--- src/rtl/cics_pkg.sv ---
// Shared definitions for the categorical inverse-CDF sampler.
// Field widths, parameter defaults, operation codes and the
// controller/datapath command and status structs. No dependencies.
package cics_pkg;

    // Default sizing
    localparam int MAX_CATEGORIES_DEF = 64;
    localparam int NUM_DISTS_DEF      = 64;
    localparam int PROB_BITS_DEF      = 16;

    // Fixed port field widths
    localparam int OP_W       = 1;
    localparam int DIST_IDX_W = 6;
    localparam int CAT_IDX_W  = 6;
    localparam int IN_PROB_W  = 16;
    localparam int UNIF_W     = 16;
    localparam int OUT_CAT_W  = 7;
    localparam int CFG_W      = 7;

    // Categories in use after reset
    localparam logic [CFG_W-1:0] CFG_RESET = 7'd64;

    // Operation codes
    localparam logic [OP_W-1:0] OP_WRITE  = 1'b0;
    localparam logic [OP_W-1:0] OP_SAMPLE = 1'b1;

    // Controller -> datapath
    typedef struct packed {
        logic wr;        // store one probability
        logic load;      // latch a sample request
        logic fetch;     // issue first table read
        logic step;      // accumulate one entry, read the next unless done
        logic out_load;  // move finished category into output register
    } t_ctrl_cmd;

    // Datapath -> controller
    typedef struct packed {
        logic walk_done; // current step is the last one
        logic out_free;  // output register can take a result
    } t_dp_status;

endpackage

--- src/rtl/cics_ctrl.sv ---
// Sequencing FSM for the sampler: accepts items, drives the table walk
// and hands results to the output register. Uses cics_pkg.
module cics_ctrl
    import cics_pkg::*;
(
    input  logic                  i_clk,
    input  logic                  i_rst_n,
    input  logic                  i_in_valid,
    input  logic [OP_W-1:0]       i_operation,
    output logic                  o_in_ready,
    input  t_dp_status            i_status,
    output t_ctrl_cmd             o_cmd
);

    typedef enum logic [1:0] {
        S_IDLE,
        S_FETCH,
        S_WALK,
        S_DONE
    } t_state;

    t_state r_state;
    t_state n_state;
    logic   w_accept;

    assign o_in_ready = (r_state == S_IDLE);
    assign w_accept   = i_in_valid && o_in_ready;

    // Next state and commands
    always_comb begin
        n_state        = r_state;
        o_cmd          = '0;
        o_cmd.wr       = w_accept && (i_operation == OP_WRITE);
        o_cmd.load     = w_accept && (i_operation == OP_SAMPLE);
        unique case (r_state)
            S_IDLE: begin
                if (o_cmd.load) begin
                    n_state = S_FETCH;
                end
            end
            S_FETCH: begin
                o_cmd.fetch = 1'b1;
                n_state     = S_WALK;
            end
            S_WALK: begin
                o_cmd.step = 1'b1;
                if (i_status.walk_done) begin
                    n_state = S_DONE;
                end
            end
            S_DONE: begin
                if (i_status.out_free) begin
                    o_cmd.out_load = 1'b1;
                    n_state        = S_IDLE;
                end
            end
            default: begin
                n_state = S_IDLE;
            end
        endcase
    end

    // State register
    always_ff @(posedge i_clk) begin
        if (!i_rst_n) begin
            r_state <= S_IDLE;
        end else begin
            r_state <= n_state;
        end
    end

endmodule

--- config.mk ---
export PLATFORM = sky130hd
export DESIGN_NAME = cics_ctrl
export DESIGN_NICKNAME = d
export VERILOG_FILES = /design/src/rtl/cics_pkg.sv /design/src/rtl/cics_ctrl.sv
export SDC_FILE = /design/constraint.sdc
export NUM_CORES = 1
export LEC_CHECK = 0
export BUFFER_PORTS_ARGS = -buffer_cell sky130_fd_sc_hd__buf_4
export CORE_AREA = 2 2 39 41
export CTS_CLUSTER_DIAMETER = 120
export DETAILED_ROUTE_END_ITERATION = 16
export DIE_AREA = 0 0 41 43
export GPL_TIMING_DRIVEN = 0
export RECOVER_POWER = 25
export SYNTH_ARGS = -nofsm -noshare
export SYNTH_HDL_FRONTEND = slang
export SYNTH_SLANG_ARGS = --single-unit
--- constraint.sdc ---
create_clock -name i_clk -period 1.2 [get_ports i_clk]
set_input_delay 0.06 -clock i_clk [delete_from_list [all_inputs] [get_ports i_clk]]
set_output_delay 0.06 -clock i_clk [all_outputs]
set_load 0.02 [all_outputs]
==> results of run 1 <==
kinds of logic (layout without fill, tap and decap cells):
kind of cell	Yosys count	after routing	synth area share, %
and+or+nand+nor	8	8	21.4
adders and majority gates	4	4	27.6
AOI/OAI and AO/OA	3	3	17.2
buffers and inverters	3	18	6.21
DFF	2	2	22.1
muxes	1	1	5.52
metal layers:
metal | vias up | share of wire (%) | wire, um
met3 | 0 | 11 | 50
met5 | - | 0 | 0
met1 | 88 | 39 | 174
li1 | 101 | - | -
met4 | 0 | 0 | 0
met2 | 9 | 50 | 226
placed cells by master, fill, tap and decap left out:
master,netlist,final
ha_4,0,3
o31a_1,1,1
and3_4,0,1
o21a_1,1,1
buf_4,0,11
ha_1,4,1
buf_6,0,1
nor2_1,1,1
nand2_1,4,3
mux2i_1,1,1
inv_4,0,2
clkbuf_4,0,3
a221oi_4,0,1
nand2_2,0,1
inv_1,3,1
nor2b_4,0,1
and2_1,1,1
dfxtp_4,0,2
area by class of cell:
type | instances | area, um2
Fill cell | 159 | 991
Multi-Input combinational cell | 16 | 193
Timing Repair Buffer | 12 | 93.8
Sequential cell | 2 | 47.5
Clock buffer | 3 | 22.5
Tap cell | 16 | 20.0
Inverter | 3 | 16.3
power breakdown:
group	internal [mW]	leakage, nW	switching, mW	total (mW)
Clock	0.110	0.0138	0.0329	0.143
Sequential	0.109	0.0178	0.0552	0.164
Combinational	0.275	0.136	0.251	0.525
repair_timing:
action | 4_1_cts | 5_1_grt
resized for setup | 11 | 4
buffers inserted | 1 | 0
hold endpoints to repair | 0 | 0
pin swaps | 1 | 1
setup endpoints to repair | 4 | 3
final timing paths:
check	endpoint	slack, ns
worst max register to register	r_state[1]	0.04
worst min-delay path	r_state[1]	0.12
worst min register to register	r_state[1]	0.53
worst max-delay path	o_cmd[3]	0.04
per-stage QoR:
step	utilization, %	total power, mW	hold slack, ns	worst slack (ns)
finish	28.4	0.832	0.122	0.0358
global route	28.4	0.901	0.146	-0.0328
CTS	26.9	0.802	0.114	-0.00218
detailed placement	22.3	0.581	0.364	-0.103
global placement	22.3	0.569	0.352	-0.0620
floorplan	-	0.447	0.200	0.00337
worst min-delay path, stage by stage:
cell and delay, ns:
buf_4 0.12, nand2_1 0.06, mux2i_1 0.06
==> summary.txt, run 1 <==
Status
  – Status: finished clean

Yosys
  – Area share of the largest cell type after synthesis: approximately 28%
  – Area contributors post-synth: ha_1 28%, dfxtp_1 22%, a221oi_2 8.3%
  – Post-Syn Area: roughly 180 um2
  – Avg Inst Size Synth: roughly 8.6 um2
  – Synthesized instance count: 21
  – Synth Net Count: 31
  – Seq/Total Area, Yosys: about 22%
  – FFs w/ async S/R, synth: 0%
  – Post-synth EDFFs: 0
  – Post-synthesis cell type count: 12
  – Largest area contributor in the netlist: ha_1
  – Synth top cells by count: 4 x ha_1, 4 x nand2_1, 3 x inv_1
  – #FFs+latches synth: 2
  – Ys flop type: dfxtp_1
  – YS warnings: 0

Global route
  – Top Usage Layer GRT: met2
  – M1 GR Usage: 5.41%
  – Overall Global Routing Usage: under 10%
  – Vias in the first global route: between 200 and 250
  – Largest net degree at the start of global routing: 6
  – Met2 Usage GRT: 9.69%
  – Met3 Track Usage GR: approximately 1.6%
  – Initial antenna violation count: 0
  – Global-route wire length before repair: ~700 um
  – Grt ovf: 0

Clocking
  – Max H-tree Level: 1
  – Reg clk slew, reported paths: about 0.030 ns
  – Hold-fix buffers at CTS: 0
  – Clk_lat worst skew: between 0.2 and 0.25 ns
  – Clk buf depth: 2
  – CTS tree: done
  – CTS Buf Count: 3
  – Clock sink total: 2
  – Clock root cell: clkbuf_4

Detailed routing
  – Residual DRC: 0
  – Drt wl/cell: 8.67 um
  – Total routed wirelength: around 450 um
  – Initial DRT Pass Iterations: 1
  – Via count: approximately 200
  – Antenna-violating nets left: 0
  – Drt via density: about 3.8
  – DR iter-0 viols: 0

Setup path
  – Critical Path RT: 1.14 ns
  – CP endpoint kind: output pin
  – CP Max Fanout: 5
  – Critical path depth in cells: 4
  – Critical path launch point type: register
  – Worst r2r path cells: 4
  – Worst Setup SP: r_state[0]
  – Cell Chain, Critical Path: inv_4 > ha_4 > and3_4 > buf_6
  – Beginning of the worst register-to-register path: r_state[0]
  – Worst Path Class, Setup: reg2out
  – Critical Path AT: around 1.1 ns
  – Worst path top cell family by delay: flip-flops
  – CP peak stage delay: around 0.35 ns
  – Slowest CP cell: dfxtp_4
  – Worst path bufs/invs: 2

Min path
  – Hold path cells: 3
  – Min-delay src: i_rst_n
  – HP Class: in2reg

Timing
  – Slew Limit Headroom: a little over four fifths
  – Finish-stage setup viols: 0
  – Period utilization: a little over nine tenths
  – Slew at the pin closest to its max-slew limit: about 0.24 ns
  – Fmax: roughly 860 MHz
  – Setup TNS: 0 ns
  – Slew Limit Fails: 0
  – Post-route minimum period: 1.16 ns
  – RSZ-0062 raised after global routing: true
  – Final Hold Vio Count: 0
  – Final Skew: 0.00229 ns

Finish
  – Fraction of layout cells with a size suffix above 1: 72.2%
  – Final net count: 48
  – Biggest register: r_state
  – N_diodes: 0
  – Regs by FF count: r_state (2)
  – Number of flip-flops in the largest register: 2
  – Final Instance Area: ~400 um2
  – Area Overhead vs Synth: 117%
  – Non-Filler Instances: 52

Die
  – IO Pins: 12
  – Die ar.: around 0.0018 mm2
  – Die Span Y: approximately 43 um
  – Initial Util: 13.1%
  – Core ar.: 0.00138 mm2
  – Die Width: slightly above 40 um
  – Number of cell rows: 14

Placement
  – Placed Cells: 48
  – HPWL after detailed placement: approximately 350 um
  – Routability cong.: 0.640
  – Placed Area: between 300 and 400 um2
  – IO buf count: 11

Power
  – Pleak: 0.167 nW
  – Peak VDD IR: 0.514 mV
  – Cell Pwr Density: between 2000 and 2500 mW/mm2

Run
  – Max cap viols: 0
(Power assumes the default switching activity.)
==> run 2: changes to the inputs <==
--- a/config.mk
+++ b/config.mk
@@ -6,11 +6,14 @@
 export NUM_CORES = 1
 export LEC_CHECK = 0
 export BUFFER_PORTS_ARGS = -buffer_cell sky130_fd_sc_hd__buf_4
+export CELL_PAD_IN_SITES_DETAIL_PLACEMENT = 1
+export CELL_PAD_IN_SITES_GLOBAL_PLACEMENT = 1
 export CORE_AREA = 2 2 39 41
 export CTS_CLUSTER_DIAMETER = 120
 export DETAILED_ROUTE_END_ITERATION = 16
 export DIE_AREA = 0 0 41 43
 export GPL_TIMING_DRIVEN = 0
+export PLACE_DENSITY_LB_ADDON = 0.1
 export RECOVER_POWER = 25
 export SYNTH_ARGS = -nofsm -noshare
 export SYNTH_HDL_FRONTEND = slang
==> run 2 against run 1 <==
Compared with the run above: clock-buffer cell count unchanged; sequential share of layout area down 0.45 points; combinational power up 12%; non-clock buffer count up 1; critical endpoint unchanged; largest power group unchanged.
==> summary.txt, run 2 (synthesis results as in run 1) <==
Timing
  – Post-route minimum period: 1.17 ns (was 1.16 ns)
  – Slew Limit Fails: 0 (unchanged)
  – Final Skew: 0.000914 ns (was 0.00229 ns)
  – Period utilization: 97.9% (was 97.0%)
  – Finish-stage setup viols: 0 (unchanged)
  – Fmax: 851 MHz (was 859 MHz)
  – RSZ-0062 raised after global routing: true (unchanged)
  – Slew at the pin closest to its max-slew limit: 0.235 ns (was 0.238 ns)
  – Final Hold Vio Count: 0 (unchanged)
  – Fin Hold WS: 0.113 ns (was 0.122 ns)
  – Slew Limit Headroom: 84.3% (was 84.2%)

Clocking
  – Reg clk slew, reported paths: 0.03 ns (about the same)
  – Clk_lat worst skew: 0.22 ns (about the same)
  – Max H-tree Level: 1 (unchanged)
  – CTS Buf Count: 3 (unchanged)
  – Hold-fix buffers at CTS: 0 (unchanged)
  – Clk buf depth: 2 (unchanged)
  – Clock root cell: clkbuf_4 (unchanged)
  – Clock sink total: 2 (unchanged)
  – CTS tree: done (unchanged)

Finish
  – Biggest register: r_state (unchanged)
  – N_diodes: 0 (unchanged)
  – Regs by FF count: r_state (2) (unchanged)
  – Number of flip-flops in the largest register: 2 (unchanged)
  – Non-Filler Instances: 53 (was 52)
  – Final net count: 49 (was 48)
  – Commonest non-fill, non-tap cells in the layout: 10 x buf_4, 3 x nand2_1, 3 x ha_4, 3 x clkbuf_4, 3 x buf_6 (was 11 x buf_4, 3 x nand2_1, 3 x ha_4, 3 x clkbuf_4)
  – Fraction of layout cells with a size suffix above 1: 73.0% (was 72.2%)
  – Final Instance Area: 408 um2 (was 393 um2)
  – Commonest non-fill, non-tap cell in the layout: buf_4 (unchanged)
  – Area Overhead vs Synth: 125% (was 117%)

Global route
  – Global-route wire length before repair: 752 um (was 696 um)
  – Vias in the first global route: 200 (was 209)
  – Largest net degree at the start of global routing: 6 (unchanged)
  – Grt ovf: 0 (unchanged)
  – Initial antenna violation count: 0 (unchanged)
  – Overall Global Routing Usage: 6.90% (was 6.31%)

Die
  – Die ar.: 0.00176 mm2 (unchanged)
  – Core ar.: 0.00138 mm2 (unchanged)
  – Initial Util: 13.1% (unchanged)
  – Die Span Y: 43 um (unchanged)
  – Number of cell rows: 14 (unchanged)
  – IO Pins: 12 (unchanged)
  – Die Width: 41 um (unchanged)

Power
  – Combinational power share: 65.2% (was 63.1%)
  – Psw: 0.361 mW (was 0.339 mW)
  – Clock share of power: 16.2% (was 17.2%)
  – Net Sw Frac: 39.9% (was 40.7%)
  – Flop pwr share: 18.6% (was 19.7%)
  – Peak VDD IR: 0.726 mV (was 0.514 mV)
  – Int Power: 0.545 mW (was 0.493 mW)
  – Pleak: 0.173 nW (was 0.167 nW)
  – Cell Pwr Density: 2220 mW/mm2 (was 2120 mW/mm2)

Min path
  – HP Class: in2reg (unchanged)
  – Hold path cells: 3 (unchanged)
  – Min-delay src: i_rst_n (unchanged)
  – Endpoint, Worst Hold: r_state[1] (unchanged)

Setup path
  – CP Max Fanout: 5 (unchanged)
  – CP endpoint kind: output pin (unchanged)
  – Worst r2r path cells: 4 (unchanged)
  – Critical Path AT: 1.11 ns (was 1.10 ns)
  – R2R Path End: r_state[1] (unchanged)
  – Worst Path Class, Setup: reg2out (unchanged)
  – Critical path launch point type: register (unchanged)
  – Beginning of the worst register-to-register path: r_state[0] (unchanged)
  – Reg-to-reg slack, setup: 0.03 ns (was 0.04 ns)
  – Critical Path RT: 1.14 ns (about the same)

Detailed routing
  – DR iter-0 viols: 0 (unchanged)
  – Via count: 213 (was 198)
  – Residual DRC: 0 (unchanged)
  – Antenna-violating nets left: 0 (unchanged)
  – Total routed wirelength: 518 um (was 451 um)
  – Initial DRT Pass Iterations: 1 (unchanged)
  – Drt via density: 4.02 (was 3.81)
  – Drt wl/cell: 9.77 um (was 8.67 um)

Placement
  – Routability cong.: 0.669 (was 0.640)
  – Placed Area: 309 um2 (unchanged)
  – IO buf count: 11 (unchanged)
  – Placed Cells: 48 (unchanged)

Status
  – Status: finished clean (unchanged)

Run
  – Max cap viols: 0 (unchanged)
-- run 2: cell count changes in the layout (fill, tap and decap cells not counted), sizes merged --
cell,change
buf,+1
-- run 2: layout make-up --
type | count | area (um2)
inverters | 3 | 16.3
flip-flops and latches | 2 | 47.5
well taps | 16 | 20.0
multi-input cells | 16 | 193
repair buffers | 13 | 109
fillers | 156 | 976
clock buffers | 3 | 22.5
-- run 2: stage by stage --
step	util (%)	setup WS (ns)	total power, mW	setup TNS (ns)
floorplan	-	0.00337	0.447	0
global placement	22.3	-0.0766	0.581	-0.0766
detailed placement	22.3	-0.109	0.592	-0.134
CTS	27.4	-0.00573	0.841	-0.00573
global route	29.5	-0.0320	0.988	-0.0904
finish	29.5	0.0253	0.906	0
-- run 2: power by group through the flow --
| stage | Combinational (mW) | Sequential [mW] | Clock (mW) |
|---|---|---|---|
| floorplan | 0.325 | 0.122 | 0 |
| global placement | 0.451 | 0.130 | 0 |
| detailed placement | 0.461 | 0.132 | 0 |
| CTS | 0.514 | 0.169 | 0.158 |
| global route | 0.648 | 0.174 | 0.166 |
| finish | 0.590 | 0.168 | 0.147 |
-- run 2: worst max path at each step --
stage                from          to  cells after the start
4_1_cts        r_state[0]  r_state[1]                      4
2_1_floorplan  r_state[1]  r_state[1]                      4
6_report       r_state[0]    o_cmd[3]                      4
3_5_place_dp   r_state[1]  r_state[1]                      4
3_3_place_gp   r_state[1]  r_state[1]                      4
5_1_grt        r_state[0]  r_state[1]                      4
-- run 2: worst max-delay path, cell delays in order (launching register included) --
cell and delay (ns):
dfxtp_4 0.36, inv_4 0.08, ha_4 0.17, and3_4 0.18, buf_6 0.11
-- run 2: metal layers --
layer / GRT usage, % / up-vias / share of wire, %
li1: - / 102 / -
met1: 6.35 / 102 / 36
met2: 10.6 / 9 / 54
met3: 3.14 / 0 / 9.8
met4: 6.00 / 0 / 0
met5: 0 / - / 0
-- run 2: timing repair --
item / 4_1_cts / 5_1_grt
gates resized for setup: 13 / 4
buffers inserted: 1 / 1
pin swaps: 1 / 0
endpoints found under the setup margin: 4 / 4
==> run 3: changes to the inputs <==
--- a/config.mk
+++ b/config.mk
@@ -6,13 +6,14 @@
 export NUM_CORES = 1
 export LEC_CHECK = 0
 export BUFFER_PORTS_ARGS = -buffer_cell sky130_fd_sc_hd__buf_4
-export CELL_PAD_IN_SITES_DETAIL_PLACEMENT = 1
+export CELL_PAD_IN_SITES_DETAIL_PLACEMENT = 0
 export CELL_PAD_IN_SITES_GLOBAL_PLACEMENT = 1
 export CORE_AREA = 2 2 39 41
 export CTS_CLUSTER_DIAMETER = 120
 export DETAILED_ROUTE_END_ITERATION = 16
 export DIE_AREA = 0 0 41 43
 export GPL_TIMING_DRIVEN = 0
+export HOLD_SLACK_MARGIN = 0.1
 export PLACE_DENSITY_LB_ADDON = 0.1
 export RECOVER_POWER = 25
 export SYNTH_ARGS = -nofsm -noshare
==> run 3 against run 2 <==
Compared with the run above: sequential power down 2%; critical path depth unchanged; die area unchanged; power down 8.4%; critical path type is now reg2reg; critical endpoint is now r_state[1].
==> summary.txt, run 3 (synthesis results as in run 1) <==
Setup path
  – CP endpoint kind: register (was output pin)
  – Worst Path Class, Setup: reg2reg (was reg2out)
  – Critical Path AT: 1.31 ns (was 1.11 ns)
  – Critical Path RT: 1.34 ns (was 1.14 ns)
  – CP Max Fanout: 3 (was 5)
  – Critical path launch point type: register (unchanged)

Timing
  – Period utilization: 97.2% (was 97.9%)
  – Slew at the pin closest to its max-slew limit: 0.242 ns (was 0.235 ns)
  – Setup TNS: 0 ns (unchanged)
  – Final Hold Vio Count: 0 (unchanged)
  – RSZ-0062 raised after global routing: true (unchanged)
  – Fmax: 857 MHz (was 851 MHz)
  – Final Skew: 0.00224 ns (was 0.000914 ns)
  – Slew Limit Headroom: 83.9% (was 84.3%)
  – Slew Limit Fails: 0 (unchanged)
  – Post-route minimum period: 1.17 ns (about the same)
  – Finish-stage setup viols: 0 (unchanged)

Power
  – Clock share of power: 17.4% (was 16.2%)
  – Combinational power share: 62.8% (was 65.2%)
  – Cell Pwr Density: 2120 mW/mm2 (was 2220 mW/mm2)
  – Pleak: 0.167 nW (was 0.173 nW)
  – Psw: 0.338 mW (was 0.361 mW)
  – Net Sw Frac: 40.8% (was 39.9%)
  – Int Power: 0.491 mW (was 0.545 mW)
  – Flop pwr share: 19.7% (was 18.6%)
  – Peak VDD IR: 0.869 mV (was 0.726 mV)

Detailed routing
  – Residual DRC: 0 (unchanged)
  – Antenna-violating nets left: 0 (unchanged)
  – Drt wl/cell: 8.94 um (was 9.77 um)
  – DR iter-0 viols: 0 (unchanged)
  – Total routed wirelength: 465 um (was 518 um)
  – Drt via density: 3.81 (was 4.02)
  – Initial DRT Pass Iterations: 1 (unchanged)
  – Via count: 198 (was 213)

Finish
  – Biggest register: r_state (unchanged)
  – Area Overhead vs Synth: 115% (was 125%)
  – Commonest non-fill, non-tap cells in the layout: 11 x buf_4, 4 x nand2_1, 3 x ha_4, 3 x clkbuf_4 (was 10 x buf_4, 3 x nand2_1, 3 x ha_4, 3 x clkbuf_4, 3 x buf_6)
  – Regs by FF count: r_state (2) (unchanged)
  – Util after Layout: 28.2% (was 29.5%)
  – Commonest non-fill, non-tap cell in the layout: buf_4 (unchanged)
  – Final net count: 48 (was 49)
  – Fraction of layout cells with a size suffix above 1: 69.4% (was 73.0%)
  – N_diodes: 0 (unchanged)
  – Number of flip-flops in the largest register: 2 (unchanged)

Global route
  – Global-route wire length before repair: 641 um (was 752 um)
  – Largest net degree at the start of global routing: 6 (unchanged)
  – Overall Global Routing Usage: 5.41% (was 6.90%)
  – Vias in the first global route: 167 (was 200)
  – Initial antenna violation count: 0 (unchanged)
  – Grt ovf: 0 (unchanged)
  – Top Usage Layer GRT: met2 (unchanged)
  – Met3 Track Usage GR: 1.57% (was 3.14%)
  – Met2 Usage GRT: 10.0% (was 10.6%)
  – M1 GR Usage: 5.10% (was 6.35%)

Clocking
  – Clock root cell: clkbuf_4 (unchanged)
  – CTS Buf Count: 3 (unchanged)
  – CTS tree: done (unchanged)
  – Hold-fix buffers at CTS: 0 (unchanged)
  – Clk buf depth: 2 (unchanged)
  – Max H-tree Level: 1 (unchanged)
  – Clock sink total: 2 (unchanged)
  – Clk_lat worst skew: 0.22 ns (about the same)
  – Reg clk slew, reported paths: 0.03 ns (about the same)

Die
  – Initial Util: 13.1% (unchanged)
  – Die Span Y: 43 um (unchanged)
  – Core ar.: 0.00138 mm2 (unchanged)
  – IO Pins: 12 (unchanged)
  – Die ar.: 0.00176 mm2 (unchanged)
  – Number of cell rows: 14 (unchanged)
  – Die Width: 41 um (unchanged)

Placement
  – Routability cong.: 0.669 (unchanged)
  – IO buf count: 11 (unchanged)

Run
  – Max cap viols: 0 (unchanged)

Status
  – Status: finished clean (unchanged)

Min path
  – HP Class: in2reg (unchanged)
[run 3: cell types whose count changed in the layout (fill, tap and decap cells not counted), sizes merged]
| cell | change |
|---|---|
| buf | -1 |
[run 3: per-stage QoR]
stage	instance area [um2]	hold slack, ns	instances	power (mW)	worst slack, ns
after floorplan	206	0.200	21	0.447	0.00337
after global placement	309	0.349	48	0.581	-0.0766
after detailed placement	309	0.355	48	0.583	-0.102
after CTS	363	0.110	52	0.790	-0.00191
after global routing	390	0.121	52	0.896	-0.0230
final	390	0.114	52	0.829	0.0330
[run 3: cell type report]
| cell class | count | area [um2] |
|---|---|---|
| tap | 16 | 20.0 |
| sequential | 2 | 47.5 |
| timing repair buffer | 12 | 93.8 |
| clock buffer | 3 | 22.5 |
| fill | 149 | 993 |
| inverter | 3 | 16.3 |
| multi-input combinational | 16 | 190 |
[run 3: worst paths after layout]
check	slack, ns	depth (start not counted)	to	start
worst max-delay path	0.03	4	r_state[1]	r_state[0]
worst min-delay path	0.11	3	r_state[1]	i_rst_n
worst max register to register	0.03	4	r_state[1]	r_state[0]
worst min register to register	0.52	2	r_state[1]	r_state[1]
[run 3: power groups by stage]
stage	sequential, mW	clock (mW)	combinational, mW
2_1_floorplan	0.122	0	0.325
3_3_place_gp	0.130	0	0.451
3_5_place_dp	0.131	0	0.452
4_1_cts	0.149	0.153	0.488
5_1_grt	0.169	0.155	0.572
6_report	0.164	0.145	0.521
[run 3: repair_timing]
item	in CTS	in global routing
pin swaps	0	1
setup endpoints to repair	4	2
gates resized for setup	10	4
hold endpoints to repair	0	0
setup buffers	1	0
[run 3: critical path, stage by stage, from the launching register on]
cell	delay [ns]
dfxtp_4	0.37
inv_4	0.05
ha_4	0.17
a221oi_4	0.29
mux2i_1	0.21
[run 3: metal layers]
layer / vias up / share of wire [%] / wire length, um
li1: 100 / - / -
met1: 89 / 40 / 186
met2: 9 / 50 / 232
met3: 0 / 9.9 / 46
met4: 0 / 0 / 0
met5: - / 0 / 0
